$ cat config.mk
export PLATFORM = sky130hd
export DESIGN_NAME = touch_to_pointer_hold_filter_top
export DESIGN_NICKNAME = d
export VERILOG_FILES = /design/src/tphf_pkg.sv /design/src/tphf_ctrl.sv /design/src/tphf_dp.sv /design/src/touch_to_pointer_hold_filter_top.sv
export SDC_FILE = /design/constraint.sdc
export NUM_CORES = 1
export LEC_CHECK = 0
export BUFFER_PORTS_ARGS = -buffer_cell sky130_fd_sc_hd__buf_2
export CORE_MARGIN = 5
export CORE_UTILIZATION = 60
export DETAILED_ROUTE_END_ITERATION = 10
export PLACE_DENSITY = 0.79
export SYNTH_ARGS = -nofsm -noshare
export SYNTH_HDL_FRONTEND = slang
export SYNTH_HIERARCHICAL = 1
export SYNTH_SLANG_ARGS = --single-unit
$ cat constraint.sdc
create_clock -name clk -period 8.77 [get_ports clk]
set_input_delay 1.3155 -clock clk [delete_from_list [all_inputs] [get_ports clk]]
set_output_delay 1.3155 -clock clk [all_outputs]
set_load 0.02 [all_outputs]
$ cat src/tphf_pkg.sv
`timescale 1ns / 1ps
package tphf_pkg;

	localparam int MAX_TOUCHES   = 4;
	localparam int PAIRS_CARRIED = 4;
	localparam int TC_LIMIT      = (MAX_TOUCHES < PAIRS_CARRIED) ? MAX_TOUCHES : PAIRS_CARRIED;

	localparam logic [6:0]  HOLD_LIMIT   = 7'd120;
	localparam logic [6:0]  HOLD_DEFAULT = 7'd10;
	localparam logic [15:0] OFF_SCREEN   = 16'h7fff;
	localparam int          SCREEN_HALF  = 80;

	// reciprocal divide of an 18-bit magnitude by the touch count
	localparam int SUM_W     = 18;
	localparam int DIV_SHIFT = 18;
	localparam int RECIP_W   = 19;
	localparam int PROD_W    = SUM_W + RECIP_W;
	localparam int QUOT_W    = 17;

	localparam int CFG_IDX_W  = 2;
	localparam int CFG_DATA_W = 7;
	localparam logic [CFG_IDX_W-1:0] CFG_HOLD_FRAMES     = 2'd0;
	localparam logic [CFG_IDX_W-1:0] CFG_POINTER_IS_MOUSE = 2'd1;

	typedef struct packed {
		logic        [2:0]  touch_count;
		logic signed [15:0] touch_x0;
		logic signed [15:0] touch_y0;
		logic signed [15:0] touch_x1;
		logic signed [15:0] touch_y1;
		logic signed [15:0] touch_x2;
		logic signed [15:0] touch_y2;
		logic signed [15:0] touch_x3;
		logic signed [15:0] touch_y3;
		logic        [2:0]  mouse_buttons;
	} req_t;

	typedef struct packed {
		logic [7:0] pointer_x;
		logic [7:0] pointer_y;
		logic [2:0] button_bits;
	} rsp_t;

	typedef enum logic [2:0] {
		ST_IDLE,
		ST_SUM,
		ST_DIV,
		ST_SEL,
		ST_SCALE
	} state_t;

	typedef struct packed {
		logic load;
		logic acc;
		logic div;
		logic commit;
		logic emit;
	} cmd_t;

	typedef struct packed {
		logic sum_done;
		logic out_full;
	} sts_t;

	// ceil(2^18 / n); exact quotient for every sum the touch count allows
	function automatic logic [RECIP_W-1:0] recip(input logic [2:0] n);
		logic [RECIP_W-1:0] r;
		case (n)
			3'd1:    r = 19'd262144;
			3'd2:    r = 19'd131072;
			3'd3:    r = 19'd87382;
			3'd4:    r = 19'd65536;
			default: r = '0;
		endcase
		return r;
	endfunction

endpackage

$ cat src/tphf_ctrl.sv
`timescale 1ns / 1ps
module tphf_ctrl import tphf_pkg::*; (
	input  logic clk,
	input  logic arst_n,
	input  logic req_valid,
	input  sts_t sts,
	output logic req_stall,
	output cmd_t cmd
);

	state_t state_q;
	state_t state_d;

	always_ff @(posedge clk or negedge arst_n) begin
		if (!arst_n) begin
			state_q <= ST_IDLE;
		end else begin
			state_q <= state_d;
		end
	end

	always_comb begin
		state_d = state_q;
		case (state_q)
			ST_IDLE: begin
				if (req_valid) state_d = ST_SUM;
			end
			ST_SUM: begin
				if (sts.sum_done) state_d = ST_DIV;
			end
			ST_DIV:   state_d = ST_SEL;
			ST_SEL:   state_d = ST_SCALE;
			ST_SCALE: begin
				if (!sts.out_full) state_d = ST_IDLE;
			end
			default:  state_d = ST_IDLE;
		endcase
	end

	always_comb begin
		cmd       = '0;
		req_stall = 1'b1;
		case (state_q)
			ST_IDLE: begin
				req_stall = 1'b0;
				cmd.load  = req_valid;
			end
			ST_SUM:   cmd.acc    = !sts.sum_done;
			ST_DIV:   cmd.div    = 1'b1;
			ST_SEL:   cmd.commit = 1'b1;
			ST_SCALE: cmd.emit   = !sts.out_full;
			default:  cmd = '0;
		endcase
	end

endmodule

$ cat src/tphf_dp.sv
`timescale 1ns / 1ps
module tphf_dp import tphf_pkg::*; (
	input  logic                  clk,
	input  logic                  arst_n,
	input  req_t                  req,
	input  logic                  cfg_write,
	input  logic [CFG_IDX_W-1:0]  cfg_index,
	input  logic [CFG_DATA_W-1:0] cfg_data,
	input  cmd_t                  cmd,
	output sts_t                  sts,
	input  logic                  rsp_stall,
	output logic                  rsp_valid,
	output rsp_t                  rsp
);

	// 80 + 80*p/32767 toward zero; divide by 2^15-1 as shift plus one correction
	function automatic logic [7:0] scale_axis(input logic signed [15:0] p);
		logic [15:0] mag;
		logic [21:0] m;
		logic [6:0]  q0;
		logic [15:0] r;
		logic [6:0]  q;
		mag = p[15] ? (~p + 16'd1) : p;
		m   = 22'(mag) * 22'(SCREEN_HALF);
		q0  = m[21:15];
		r   = {1'b0, m[14:0]} + 16'(q0);
		q   = (r >= OFF_SCREEN) ? (q0 + 7'd1) : q0;
		return p[15] ? (8'(SCREEN_HALF) - 8'(q)) : (8'(SCREEN_HALF) + 8'(q));
	endfunction

	logic [6:0] hold_frames_q;
	logic       mouse_q;

	req_t                    req_q;
	logic        [2:0]       tc_q;
	logic        [2:0]       idx_q;
	logic signed [SUM_W-1:0] sx_q;
	logic signed [SUM_W-1:0] sy_q;
	logic        [QUOT_W-1:0] qx_q;
	logic        [QUOT_W-1:0] qy_q;
	logic                    negx_q;
	logic                    negy_q;
	logic signed [15:0]      pos_x_q;
	logic signed [15:0]      pos_y_q;
	logic        [2:0]       btn_q;

	logic [6:0]         pos_cd_q;
	logic [2:0]         pos_tc_q;
	logic signed [15:0] held_x_q;
	logic signed [15:0] held_y_q;
	logic [2:0]         pend_tc_q;
	logic [6:0]         cnt_cd_q;
	logic [2:0]         stable_tc_q;

	logic               rsp_valid_q;
	rsp_t               rsp_q;

	logic [2:0]         tc_sat;
	logic signed [15:0] pair_x;
	logic signed [15:0] pair_y;
	logic [SUM_W-1:0]   mag_x;
	logic [SUM_W-1:0]   mag_y;
	logic [PROD_W-1:0]  prod_x;
	logic [PROD_W-1:0]  prod_y;
	logic signed [15:0] avg_x;
	logic signed [15:0] avg_y;
	logic               hold;
	logic signed [15:0] px;
	logic signed [15:0] py;
	logic [6:0]         cd_dec;
	logic [2:0]         ptc_dec;
	logic [2:0]         stable_d;

	assign tc_sat = (req.touch_count > 3'(TC_LIMIT)) ? 3'(TC_LIMIT) : req.touch_count;

	always_comb begin
		case (idx_q[1:0])
			2'd0:    begin pair_x = req_q.touch_x0; pair_y = req_q.touch_y0; end
			2'd1:    begin pair_x = req_q.touch_x1; pair_y = req_q.touch_y1; end
			2'd2:    begin pair_x = req_q.touch_x2; pair_y = req_q.touch_y2; end
			default: begin pair_x = req_q.touch_x3; pair_y = req_q.touch_y3; end
		endcase
	end

	assign mag_x  = sx_q[SUM_W-1] ? (~sx_q + 18'd1) : sx_q;
	assign mag_y  = sy_q[SUM_W-1] ? (~sy_q + 18'd1) : sy_q;
	assign prod_x = PROD_W'(mag_x) * PROD_W'(recip(tc_q));
	assign prod_y = PROD_W'(mag_y) * PROD_W'(recip(tc_q));

	assign avg_x = negx_q ? 16'(~qx_q + 17'd1) : 16'(qx_q);
	assign avg_y = negy_q ? 16'(~qy_q + 17'd1) : 16'(qy_q);

	// hold the latched position while fingers are being lifted
	assign hold = (pos_cd_q != 7'd0) && (tc_q < pos_tc_q);

	always_comb begin
		if (hold) begin
			px = held_x_q;
			py = held_y_q;
		end else if (tc_q != 3'd0) begin
			px = avg_x;
			py = avg_y;
		end else if (mouse_q) begin
			px = req_q.touch_x0;
			py = req_q.touch_y0;
		end else begin
			px = OFF_SCREEN;
			py = OFF_SCREEN;
		end
	end

	assign cd_dec   = hold ? (pos_cd_q - 7'd1) : pos_cd_q;
	assign ptc_dec  = (cd_dec == 7'd0) ? 3'd0 : pos_tc_q;
	assign stable_d = ((tc_q == pend_tc_q) && (cnt_cd_q == 7'd0)) ? tc_q : stable_tc_q;

	always_ff @(posedge clk or negedge arst_n) begin
		if (!arst_n) begin
			hold_frames_q <= HOLD_DEFAULT;
			mouse_q       <= 1'b1;
		end else if (cfg_write) begin
			case (cfg_index)
				CFG_HOLD_FRAMES:      hold_frames_q <= (cfg_data > HOLD_LIMIT) ? HOLD_DEFAULT : cfg_data;
				CFG_POINTER_IS_MOUSE: mouse_q <= cfg_data[0];
				default:              ;
			endcase
		end
	end

	always_ff @(posedge clk) begin
		if (cmd.load) begin
			req_q <= req;
			tc_q  <= tc_sat;
			idx_q <= 3'd0;
			sx_q  <= '0;
			sy_q  <= '0;
		end
		if (cmd.acc) begin
			sx_q  <= sx_q + {{2{pair_x[15]}}, pair_x};
			sy_q  <= sy_q + {{2{pair_y[15]}}, pair_y};
			idx_q <= idx_q + 3'd1;
		end
		if (cmd.div) begin
			qx_q   <= prod_x[DIV_SHIFT +: QUOT_W];
			qy_q   <= prod_y[DIV_SHIFT +: QUOT_W];
			negx_q <= sx_q[SUM_W-1];
			negy_q <= sy_q[SUM_W-1];
		end
		if (cmd.commit) begin
			pos_x_q <= px;
			pos_y_q <= py;
			btn_q   <= req_q.mouse_buttons | {stable_d >= 3'd3, stable_d == 3'd2,
				stable_d == 3'd1};
		end
		if (cmd.emit) begin
			rsp_q.pointer_x   <= scale_axis(pos_x_q);
			rsp_q.pointer_y   <= scale_axis(pos_y_q);
			rsp_q.button_bits <= btn_q;
		end
	end

	always_ff @(posedge clk or negedge arst_n) begin
		if (!arst_n) begin
			pos_cd_q    <= '0;
			pos_tc_q    <= '0;
			held_x_q    <= '0;
			held_y_q    <= '0;
			pend_tc_q   <= '0;
			cnt_cd_q    <= '0;
			stable_tc_q <= '0;
		end else if (cmd.commit) begin
			if (tc_q > ptc_dec) begin
				pos_cd_q <= hold_frames_q;
				pos_tc_q <= tc_q;
				held_x_q <= px;
				held_y_q <= py;
			end else begin
				pos_cd_q <= cd_dec;
				pos_tc_q <= ptc_dec;
			end
			if (tc_q == pend_tc_q) begin
				if (cnt_cd_q != 7'd0) begin
					cnt_cd_q <= cnt_cd_q - 7'd1;
				end else begin
					stable_tc_q <= tc_q;
				end
			end else begin
				pend_tc_q <= tc_q;
				cnt_cd_q  <= hold_frames_q;
			end
		end
	end

	always_ff @(posedge clk or negedge arst_n) begin
		if (!arst_n) begin
			rsp_valid_q <= 1'b0;
		end else if (cmd.emit) begin
			rsp_valid_q <= 1'b1;
		end else if (!rsp_stall) begin
			rsp_valid_q <= 1'b0;
		end
	end

	assign sts.sum_done = (idx_q == tc_q);
	assign sts.out_full = rsp_valid_q && rsp_stall;
	assign rsp_valid    = rsp_valid_q;
	assign rsp          = rsp_q;

endmodule

$ cat src/touch_to_pointer_hold_filter_top.sv
`timescale 1ns / 1ps
// Channel   Direction  Handshake                Payload
// req       in         req_valid / req_stall    req_t: touch count, 4 pairs, mouse buttons
// rsp       out        rsp_valid / rsp_stall    rsp_t: pointer_x, pointer_y, button_bits
// cfg       in         cfg_valid / cfg_ready    cfg_index, cfg_data
//
// After a request is accepted the filter adds one coordinate pair at a time,
// sees the count reached, then divides, selects and scales; rsp_valid rises
// when the scaled result is registered. The next request is accepted once the
// result sits in the output register, not while one is in flight. A stalled result
// holds there and delays the next result only. Reset clears the filter state
// and loads the register defaults (hold_frames 10, pointer_is_mouse 1).
module touch_to_pointer_hold_filter_top import tphf_pkg::*; (
	input  logic                  clk,
	input  logic                  arst_n,
	input  logic                  req_valid,
	output logic                  req_stall,
	input  req_t                  req,
	output logic                  rsp_valid,
	input  logic                  rsp_stall,
	output rsp_t                  rsp,
	input  logic                  cfg_valid,
	output logic                  cfg_ready,
	input  logic [CFG_IDX_W-1:0]  cfg_index,
	input  logic [CFG_DATA_W-1:0] cfg_data
);

	cmd_t cmd;
	sts_t sts;

	assign cfg_ready = 1'b1;

	tphf_ctrl u_ctrl (
		.clk       (clk),
		.arst_n    (arst_n),
		.req_valid (req_valid),
		.sts       (sts),
		.req_stall (req_stall),
		.cmd       (cmd)
	);

	tphf_dp u_dp (
		.clk       (clk),
		.arst_n    (arst_n),
		.req       (req),
		.cfg_write (cfg_valid && cfg_ready),
		.cfg_index (cfg_index),
		.cfg_data  (cfg_data),
		.cmd       (cmd),
		.sts       (sts),
		.rsp_stall (rsp_stall),
		.rsp_valid (rsp_valid),
		.rsp       (rsp)
	);

	a_busy_after_accept: assert property (@(posedge clk) disable iff (!arst_n)
		req_valid && !req_stall |=> req_stall)
		else $error("request accepted while previous one in flight");

	a_single_cmd: assert property (@(posedge clk) disable iff (!arst_n)
		$onehot0({cmd.load, cmd.acc, cmd.div, cmd.commit, cmd.emit}))
		else $error("more than one datapath command");

	a_no_overwrite: assert property (@(posedge clk) disable iff (!arst_n)
		cmd.emit |-> !(rsp_valid && rsp_stall))
		else $error("result overwritten while stalled");

	a_range: assert property (@(posedge clk) disable iff (!arst_n)
		rsp_valid |-> (rsp.pointer_x <= 8'd160) && (rsp.pointer_y <= 8'd160))
		else $error("pointer out of screen range");

endmodule
==> metrics.sh, run 1 <==
OUTCOME='complete, no violations'
MAIN_COMBINATIONAL_CELL_FAMILY_BY_AREA_AFTER_SYNTHESIS='adder cells'
REGISTER_AREA_UM2=9520
UNREPAIRED_SETUP_ENDPOINTS_AFTER_GLOBAL_ROUTING='no'
CTS_ROOT_BUFFER='sky130_fd_sc_hd__clkbuf_16'
SEQ_POWER_SHARE_PCT=21.6
DRT.ANTENNA.VIOLATING_NETS=0
SYNTH.MUX.AREA_FRACTION_PCT=2.29
NUMBER_OF_MAX_CAPACITANCE_VIOLATIONS_REPORTED=0
CRITICAL_PATH_ARRIVAL_NS=8.68
NET_SWITCHING_COMPONENT_OF_THE_POWER_mW=6.31
CTS_MAX_PATH_BUFFERS=3
CP_STARTPOINT_KIND='register'
CRIT_BUF_INV=2
SYNTH.NET_COUNT=3767
DIE_W_UM=237
FINALMAXSLEWVIOLATIONS=0
CLK-INSERTION-DELAY-LATE_NS=0.54
CTS_MADE_BUFFERS=34
POST_CTS_HOLD_BUFFER_COUNT=0
POWER.DENSITY_nW_PER_UM2=392
SLEW_OF_THE_PIN_WITH_THE_LOWEST_SLEW_MARGIN_NS=1.08
DRT_FIRST_PASS_ITERS=7
DIE-AREA_UM2=56000
IOS=170
SYNTH_SIMPLE_GATE_AREA_SHARE_PCT=11.8
AGGREGATE_ROUTED_WIRE_LENGTH_UM=75000
WORST_EP_REQUIRED_TIME_NS=9.06
SYNTH_EDF_COUNT=261
YS_TOP_CELLS_BY_AREA='sky130_fd_sc_hd__edfxtp_1 (25%), sky130_fd_sc_hd__fa_1 (16%), sky130_fd_sc_hd__ha_1 (15%)'
CP_MAX_FO=4
YOSYS.AREA.TOP_TYPE='sky130_fd_sc_hd__edfxtp_1'
TIMING.CRITICAL_PATH.TO_TYPE='register'
SYNTHTOLAYOUTAREAGROWTH_PCT=9.19
SYNTH_AREA_PER_CELL_UM2=10.3
FINALPOWER_mW=13.2
SYNTH_CELL_TYPE_COUNT=94
VIAS_POST_DR=22566
INITIAL_UTILIZATION_PCT=60.3
FMAX_GHz=0.119
POST_LAYOUT_NONFILLER_INSTANCES=3864
CRIT_PATH_MAX_INCR_DELAY_NS=0.65
CRIT_PATH_TOP_DELAY_CELL='sky130_fd_sc_hd__or4b_2'
PERIOD_SHARE_PCT=95.7
INITIAL_ANTENNA_VIOLATION_COUNT=4
GRT_MAX_DEGREE=68
WL_PER_CELL_UM=19.4
DRT_FIRST_ITER_VIOLATIONS=1839
GLOBALROUTEOVERFLOWTOTAL=0
GP_CONGESTION=0.936
KIND_OF_CELL_WITH_THE_HIGHEST_COMBINED_DELAY_ON_THE_CRITICAL_PATH='adder cells'
CELLLEAKAGEPOWER_nW=15.7
CTS.REPORTEDPATHS.CLKPINSLEW_NS=0.06
DRIVE_ABOVE_1_SHARE_PCT=10.8
FIRST_GLOBAL_VIAS=23528
YOSYS_WARNINGS=6
CORE_UM2=51100
PATH_CELLS='or4_1 -> nor4_2 -> nand2b_1 -> or4_1 -> or4b_2 -> nor2_2 -> ha_1 -> fa_1 -> inv_1 -> fa_1 -> fa_1 -> inv_1 -> fa_1 -> fa_1 -> ha_1 -> o21a_1 -> nor2_1 -> a21oi_1 -> a41o_1 -> a221o_1 -> o41a_1 -> o31a_1 -> a311o_1'
FINAL_WORST_PATH_PERIOD_NEED_NS=8.39
CLOCK_POWER_SHARE_PCT=11.0
REPORT.FINAL.HOLD_VIOL_COUNT=0
PLACEDCELLCOUNT=3797
POWER.INTERNAL_mW=6.89
SYNTHFLOPTYPE='sky130_fd_sc_hd__edfxtp_1'
SYNTH-ADDER-AREA-SHARE_PCT=31.1
NETLIST.AREA_LEADER.SHARE_PCT=25.4
SYNTH_AREA_UM2=30800
SYNTH_COMPOUND_AREA_SHARE_PCT=10.3
SYNTH_XOR_AREA_SHARE_PCT=6.26
MULTI_INPUT_AREA_UM2=19100
POST_SYNTH_INST_COUNT=2998
PORT_BUFFERS=168
HPWL_UM=60000
SETUP_VIOL_COUNT_FINAL=0
CORE.ROWCOUNT=83
H-TREE-DEPTH=2
DRC=0
CRITICAL-PATH-TOP-CELL-BY-COUNT='sky130_fd_sc_hd__fa_1'
HOLD_PATH_CLASS='register to register'
DRT-VIAS-PER-INSTANCE=5.84
YS_SEQ_AREA_SHARE_PCT=30.9
SETUP_TOTAL_NEGATIVE_SLACK_NS=0
ASYNCSETRESETFLOPFRACSYNTH_PCT=20.4
GRT_FIRST_PASS_WIRELENGTH_UM=119000
FILLCELLCOUNT=3861
CTS_TREE='yes'
PATH_CLASS='register to register'
DIE_HEIGHT_UM=237
FINALNETCOUNT=3924
POWER_FRAC_COMB_PCT=67.4
CTS_NUM_SINKS=328
SYNTH-SEQ-CELLS=328
SW_FRAC_OF_TOTAL_PCT=47.8
GRTUSAGETOTAL_PCT=26.4
FINAL.SETUP_SKEW_NS=0.0193
IR_DROP_V=0.000359
SLEW_HEADROOM_PCT=28.2
final cells by class:
class                   count  share of cell area [%]
flip-flops and latches    328                    28.3
diodes                      3                  0.0223
inverters                 504                    5.63
well taps                 680                    2.53
multi-input cells        2079                    56.8
clock buffers              37                    2.56
repair buffers            208                    3.39
clock inverters            25                   0.789
final timing paths:
path	startpoint	to	slack, ns	depth (start not counted)
setup / recovery	u_dp/sx_q[7]	u_dp/qx_q[15]	0.38	23
hold / removal	u_dp/btn_q[0]	u_dp/rsp[0]	0.43	0
setup reg to reg	u_dp/sx_q[7]	u_dp/qx_q[15]	0.38	23
hold reg to reg	u_dp/btn_q[0]	u_dp/rsp[0]	0.43	0
max in group asynchronous	arst_n	u_dp/held_y_q[5]	7.17	2
min in group asynchronous	arst_n	u_dp/cnt_cd_q[2]	0.99	2
cell usage in the layout, fill, tap and decap left out, types with 9 or more instances in the layout:
cell,Yosys,final
sky130_fd_sc_hd__xnor2_1,152,152
sky130_fd_sc_hd__o21ai_0,85,85
sky130_fd_sc_hd__nand3_1,26,26
sky130_fd_sc_hd__dfrtp_1,64,64
sky130_fd_sc_hd__and3_1,17,17
sky130_fd_sc_hd__or4_1,12,12
sky130_fd_sc_hd__buf_4,2,40
sky130_fd_sc_hd__o41ai_1,11,11
sky130_fd_sc_hd__mux2i_1,39,39
sky130_fd_sc_hd__a21oi_1,104,102
sky130_fd_sc_hd__edfxtp_1,261,261
sky130_fd_sc_hd__nor3_1,39,38
sky130_fd_sc_hd__o211ai_1,10,10
sky130_fd_sc_hd__a21o_1,26,26
sky130_fd_sc_hd__o31ai_1,47,47
sky130_fd_sc_hd__nor2b_1,21,21
sky130_fd_sc_hd__or2_2,15,15
sky130_fd_sc_hd__nand3b_1,21,21
sky130_fd_sc_hd__xor2_1,63,63
sky130_fd_sc_hd__inv_1,502,502
sky130_fd_sc_hd__o22ai_1,13,13
sky130_fd_sc_hd__clkbuf_16,0,34
sky130_fd_sc_hd__fa_1,242,242
sky130_fd_sc_hd__clkinv_2,1,9
sky130_fd_sc_hd__ha_1,379,378
sky130_fd_sc_hd__nand2_1,168,168
sky130_fd_sc_hd__o21a_1,21,21
sky130_fd_sc_hd__o21bai_1,21,21
sky130_fd_sc_hd__a211oi_1,14,14
sky130_fd_sc_hd__mux2_2,28,28
sky130_fd_sc_hd__a22o_1,12,12
sky130_fd_sc_hd__and2_1,40,40
sky130_fd_sc_hd__nor3b_1,29,28
sky130_fd_sc_hd__or3_1,19,19
sky130_fd_sc_hd__a222oi_1,32,32
sky130_fd_sc_hd__nand2b_1,47,46
sky130_fd_sc_hd__buf_2,3,168
sky130_fd_sc_hd__a31oi_1,17,17
sky130_fd_sc_hd__nor2_1,202,200
power by group through the flow:
stage	clock network [mW]	registers, mW	logic [mW]
2_1_floorplan	0	2.73	6.60
3_3_place_gp	0	2.83	8.37
3_5_place_dp	0	2.86	8.78
4_1_cts	1.47	2.84	8.87
5_1_grt	1.54	2.89	9.94
6_report	1.45	2.86	8.89
timing repair:
item	in CTS	in global routing
resized for setup	0	5
buffers inserted	0	2
setup endpoints to repair	0	4
cells by family (layout without fill, tap and decap cells):
family,count (synthesis),in the layout
compound gates,466,466
xor+xnor,217,217
buf+inv,591,774
simple gates,707,707
mux,67,67
other cells,1,4
flops,328,328
fa+ha+maj,621,621
per-stage QoR:
stage	instance area (µm²)	util (%)	setup WS [ns]	hold slack, ns
finish	33600	65.8	0.379	0.428
global route	33600	65.8	0.0155	0.439
CTS	33600	65.7	0.205	0.429
detailed placement	32500	63.5	0.227	0.414
global placement	32500	63.5	0.385	0.402
floorplan	30800	-	0.819	0.400
synthesized netlist by cell type, types with 63 or more instances:
library cell	count
sky130_fd_sc_hd__xor2_1	63
sky130_fd_sc_hd__xnor2_1	152
sky130_fd_sc_hd__inv_1	502
sky130_fd_sc_hd__dfrtp_1	64
sky130_fd_sc_hd__ha_1	379
sky130_fd_sc_hd__a21oi_1	104
sky130_fd_sc_hd__fa_1	242
sky130_fd_sc_hd__nor2_1	202
sky130_fd_sc_hd__clkbuf_1	70
sky130_fd_sc_hd__edfxtp_1	261
sky130_fd_sc_hd__o21ai_0	85
sky130_fd_sc_hd__nand2_1	168
metal layers:
layer  up-vias  track usage, %  wire, µm
met5         -               0         0
met1     11036            32.7     29300
li1      10547               -         -
met2       822            45.9     37200
met4         0            9.64      3080
met3       161            5.36      5520
state kept, by name, summed over array words and instances, names as in the netlist, 3 cells and up:
name and count:
u_dp/held_y_q 16, u_dp/sy_q 18, u_dp/idx_q 3, u_dp/cnt_cd_q 7, u_dp/req_q 131, u_dp/hold_frames_q 7, u_dp/pos_tc_q 3, u_dp/pos_cd_q 7
u_dp/pos_x_q 16, u_ctrl/state_q 3, u_dp/sx_q 18, u_dp/btn_q 3, u_dp/stable_tc_q 3, u_dp/qx_q 16, u_dp/held_x_q 16, u_dp/tc_q 3
u_dp/pos_y_q 16, u_dp/rsp 19, u_dp/pend_tc_q 3, u_dp/qy_q 16
No activity file was read; power rests on OpenSTA's default activity.
==> run 2: changes to the inputs <==
- CORE_ASPECT_RATIO: default -> 2
- GPL_TIMING_DRIVEN: default -> 0
- REMOVE_ABC_BUFFERS: default -> 1
==> metrics.sh, run 2 (synthesized netlist as in run 1, its figures left out) <==
DRT_FIRST_ITER_VIOLATIONS=1440
SLEW_HEADROOM_PCT=8.86
GRTUSAGEMET3_PCT=2.81
DRT.ANTENNA.VIOLATING_NETS=0
SETUP_TOTAL_NEGATIVE_SLACK_NS=0
CTS_ROOT_BUFFER='sky130_fd_sc_hd__clkbuf_16'
REGISTERS.TOP_BY_FF_COUNT='u_dp/req_q'
FIRST_GLOBAL_VIAS=24617
SYNTHTOLAYOUTAREAGROWTH_PCT=9.04
CORE_UM2=50900
CRIT_PATH_TOP_DELAY_CELL='sky130_fd_sc_hd__edfxtp_1'
POWER.DENSITY_nW_PER_UM2=390
PERIOD_SHARE_PCT=98.6
CTS_NUM_SINKS=328
DRC=0
CTS_MAX_PATH_BUFFERS=3
CELLLEAKAGEPOWER_nW=15.6
FINALINSTANCEAREA_UM2=33600
PORT_BUFFERS=168
POSTLAYOUTCOREUTIL_PCT=65.9
FMAX_GHz=0.116
KIND_OF_CELL_WITH_THE_HIGHEST_COMBINED_DELAY_ON_THE_CRITICAL_PATH='adder cells'
LAYOUT.CELLS.MOST_COMMON='sky130_fd_sc_hd__inv_1'
CP_MAX_FO=13
CRITICAL_PATH_ARRIVAL_NS=8.97
CLK-INSERTION-DELAY-LATE_NS=0.59
TIMING.CRITICAL_PATH.TO_TYPE='register'
REG2REG_SETUP_SLACK_NS=0.12
DRT_FIRST_PASS_ITERS=7
DETAILED_PLACE.AREA_UM2=32500
WORST_EP_REQUIRED_TIME_NS=9.09
DIE_W_UM=170
CRITICAL-PATH-TOP-CELL-BY-COUNT='sky130_fd_sc_hd__inv_1'
CRIT_PATH_MAX_INCR_DELAY_NS=0.89
PRE_CTS_WS_NS=-0.645
HOLD_PATH_CLASS='register to register'
IOS=170
CORE.ROWCOUNT=117
CTS_TREE='yes'
GRT_FIRST_PASS_WIRELENGTH_UM=122000
GRT_MAX_DEGREE=68
PATH_CELLS='clkinv_1 -> nor3b_4 -> nand2b_1 -> inv_1 -> ha_1 -> inv_1 -> fa_1 -> inv_1 -> fa_1 -> inv_1 -> fa_1 -> inv_1 -> fa_1 -> ha_1 -> a21o_1 -> a21oi_1 -> o21ai_0 -> a21oi_2 -> a21oi_1 -> a41o_1 -> a221o_1 -> o41a_1 -> o31a_1 -> a311o_1'
LAYOUT.CELLS.MOST_COMMON_LIST='sky130_fd_sc_hd__inv_1 (502), sky130_fd_sc_hd__ha_1 (375), sky130_fd_sc_hd__edfxtp_1 (261)'
GLOBAL_ROUTE.USAGE.MET2_PCT=52.0
LARGEST_REGISTER_FF_COUNT=131
AGGREGATE_ROUTED_WIRE_LENGTH_UM=76300
CRIT_BUF_INV=6
GP_CONGESTION=0.974
INITIAL_UTILIZATION_PCT=60.5
DIE-AREA_UM2=56200
GLOBALROUTEOVERFLOWTOTAL=0
SLEW_OF_THE_PIN_WITH_THE_LOWEST_SLEW_MARGIN_NS=1.36
PATH_CLASS='register to register'
IR_DROP_V=0.000298
GR-USAGE-MET1_PCT=27.6
DRT-VIAS-PER-INSTANCE=5.93
NUMBER_OF_MAX_CAPACITANCE_VIOLATIONS_REPORTED=0
FINAL_WORST_PATH_PERIOD_NEED_NS=8.65
DIE_HEIGHT_UM=330
VIAS_POST_DR=22645
ANTENNA_CELLS=0
INITIAL_ANTENNA_VIOLATION_COUNT=1
WL_PER_CELL_UM=20.0
FINALMAXSLEWVIOLATIONS=0
H-TREE-DEPTH=1
CTS_MADE_BUFFERS=31
FINAL.SETUP_SKEW_NS=0.0254
CTS.REPORTEDPATHS.CLKPINSLEW_NS=0.07
DRIVE_ABOVE_1_SHARE_PCT=10.6
OUTCOME='complete, no violations'
FINALPOWER_mW=13.1
HPWL_UM=61600
GRT_MOST_USED_LAYER='met2'
FINALWORSTSETUPSLACK_NS=0.124
CP_STARTPOINT_KIND='register'
FINALNETCOUNT=3911
REPORT.FINAL.HOLD_VIOL_COUNT=0
LAYOUT_TOP_REGISTERS='u_dp/req_q (131), u_dp/rsp (19)'
GRTUSAGETOTAL_PCT=27.2
SETUP_VIOL_COUNT_FINAL=0
==> run 2: changes by cell type in the layout (fill, tap and decap cells not counted), moves of 3 or more <==
cell	previous run	this run
sky130_fd_sc_hd__clkbuf_1	3	9
sky130_fd_sc_hd__ha_1	378	375
sky130_fd_sc_hd__ha_2	1	4
sky130_fd_sc_hd__buf_12	0	8
sky130_fd_sc_hd__diode_2	3	0
sky130_fd_sc_hd__buf_4	40	15
sky130_fd_sc_hd__clkinv_2	9	3
sky130_fd_sc_hd__clkbuf_16	34	31
sky130_fd_sc_hd__buf_6	0	5
==> run 2: final cells by class <==
cell class / instances / area, µm²
flip-flops and latches: 328 / 9520
clock inverters: 16 / 135
clock buffers: 42 / 837
well taps: 654 / 818
inverters: 504 / 1890
repair buffers: 197 / 1210
multi-input cells: 2080 / 19200
fillers: 3880 / 17400
==> run 2: per-layer routing <==
metal	vias up	share of wire (%)
li1	10507	-
met1	11088	33
met2	747	54
met3	301	5.2
met4	2	7.9
met5	-	0.021
==> run 2: path summary, 6_finish.rpt <==
| check | startpoint | endpoint | cells after the start |
|---|---|---|---|
| max | u_dp/tc_q[0] | u_dp/qx_q[15] | 24 |
| min reg2reg | u_dp/btn_q[1] | u_dp/rsp[1] | 0 |
| min in group asynchronous | arst_n | u_dp/cnt_cd_q[3] | 1 |
| max in group asynchronous | arst_n | u_dp/held_y_q[13] | 1 |
| max reg2reg | u_dp/tc_q[0] | u_dp/qx_q[15] | 24 |
| min | u_dp/btn_q[1] | u_dp/rsp[1] | 0 |
==> run 2: where the power goes <==
part	switching, mW	internal [mW]	total (mW)
Combinational	5.28	3.67	8.95
Sequential	0.398	2.46	2.86
Clock	0.593	0.704	1.30
==> run 2: repair_timing <==
| action | CTS | global route |
|---|---|---|
| setup buffers | 5 | 3 |
| pin swaps | 1 | 2 |
| hold buffers | 0 | 0 |
| gates cloned | 1 | 0 |
| endpoints found under the hold margin | 0 | 0 |
| resized for setup | 3 | 12 |
| setup endpoints to repair | 11 | 9 |
==> run 2: worst reg2reg max path: stages (launching register included) <==
cell and delay (ns):
sky130_fd_sc_hd__edfxtp_1 0.89, sky130_fd_sc_hd__clkinv_1 0.65, sky130_fd_sc_hd__nor3b_4 0.76, sky130_fd_sc_hd__nand2b_1 0.25
sky130_fd_sc_hd__inv_1 0.18, sky130_fd_sc_hd__ha_1 0.35, sky130_fd_sc_hd__inv_1 0.19, sky130_fd_sc_hd__fa_1 0.53
sky130_fd_sc_hd__inv_1 0.05, sky130_fd_sc_hd__fa_1 0.50, sky130_fd_sc_hd__inv_1 0.07, sky130_fd_sc_hd__fa_1 0.54
sky130_fd_sc_hd__inv_1 0.06, sky130_fd_sc_hd__fa_1 0.50, sky130_fd_sc_hd__ha_1 0.22, sky130_fd_sc_hd__a21o_1 0.17
sky130_fd_sc_hd__a21oi_1 0.15, sky130_fd_sc_hd__o21ai_0 0.13, sky130_fd_sc_hd__a21oi_2 0.20, sky130_fd_sc_hd__a21oi_1 0.21
sky130_fd_sc_hd__a41o_1 0.34, sky130_fd_sc_hd__a221o_1 0.37, sky130_fd_sc_hd__o41a_1 0.38, sky130_fd_sc_hd__o31a_1 0.30
sky130_fd_sc_hd__a311o_1 0.39
==> run 2: stage by stage <==
step | cells | hold WS [ns]
after floorplan | 2911 | 0.400
after CTS | 3818 | 0.426
after global routing | 3821 | 0.446
final | 3821 | 0.426
after detailed placement | 3754 | 0.408
after global placement | 3733 | 0.405
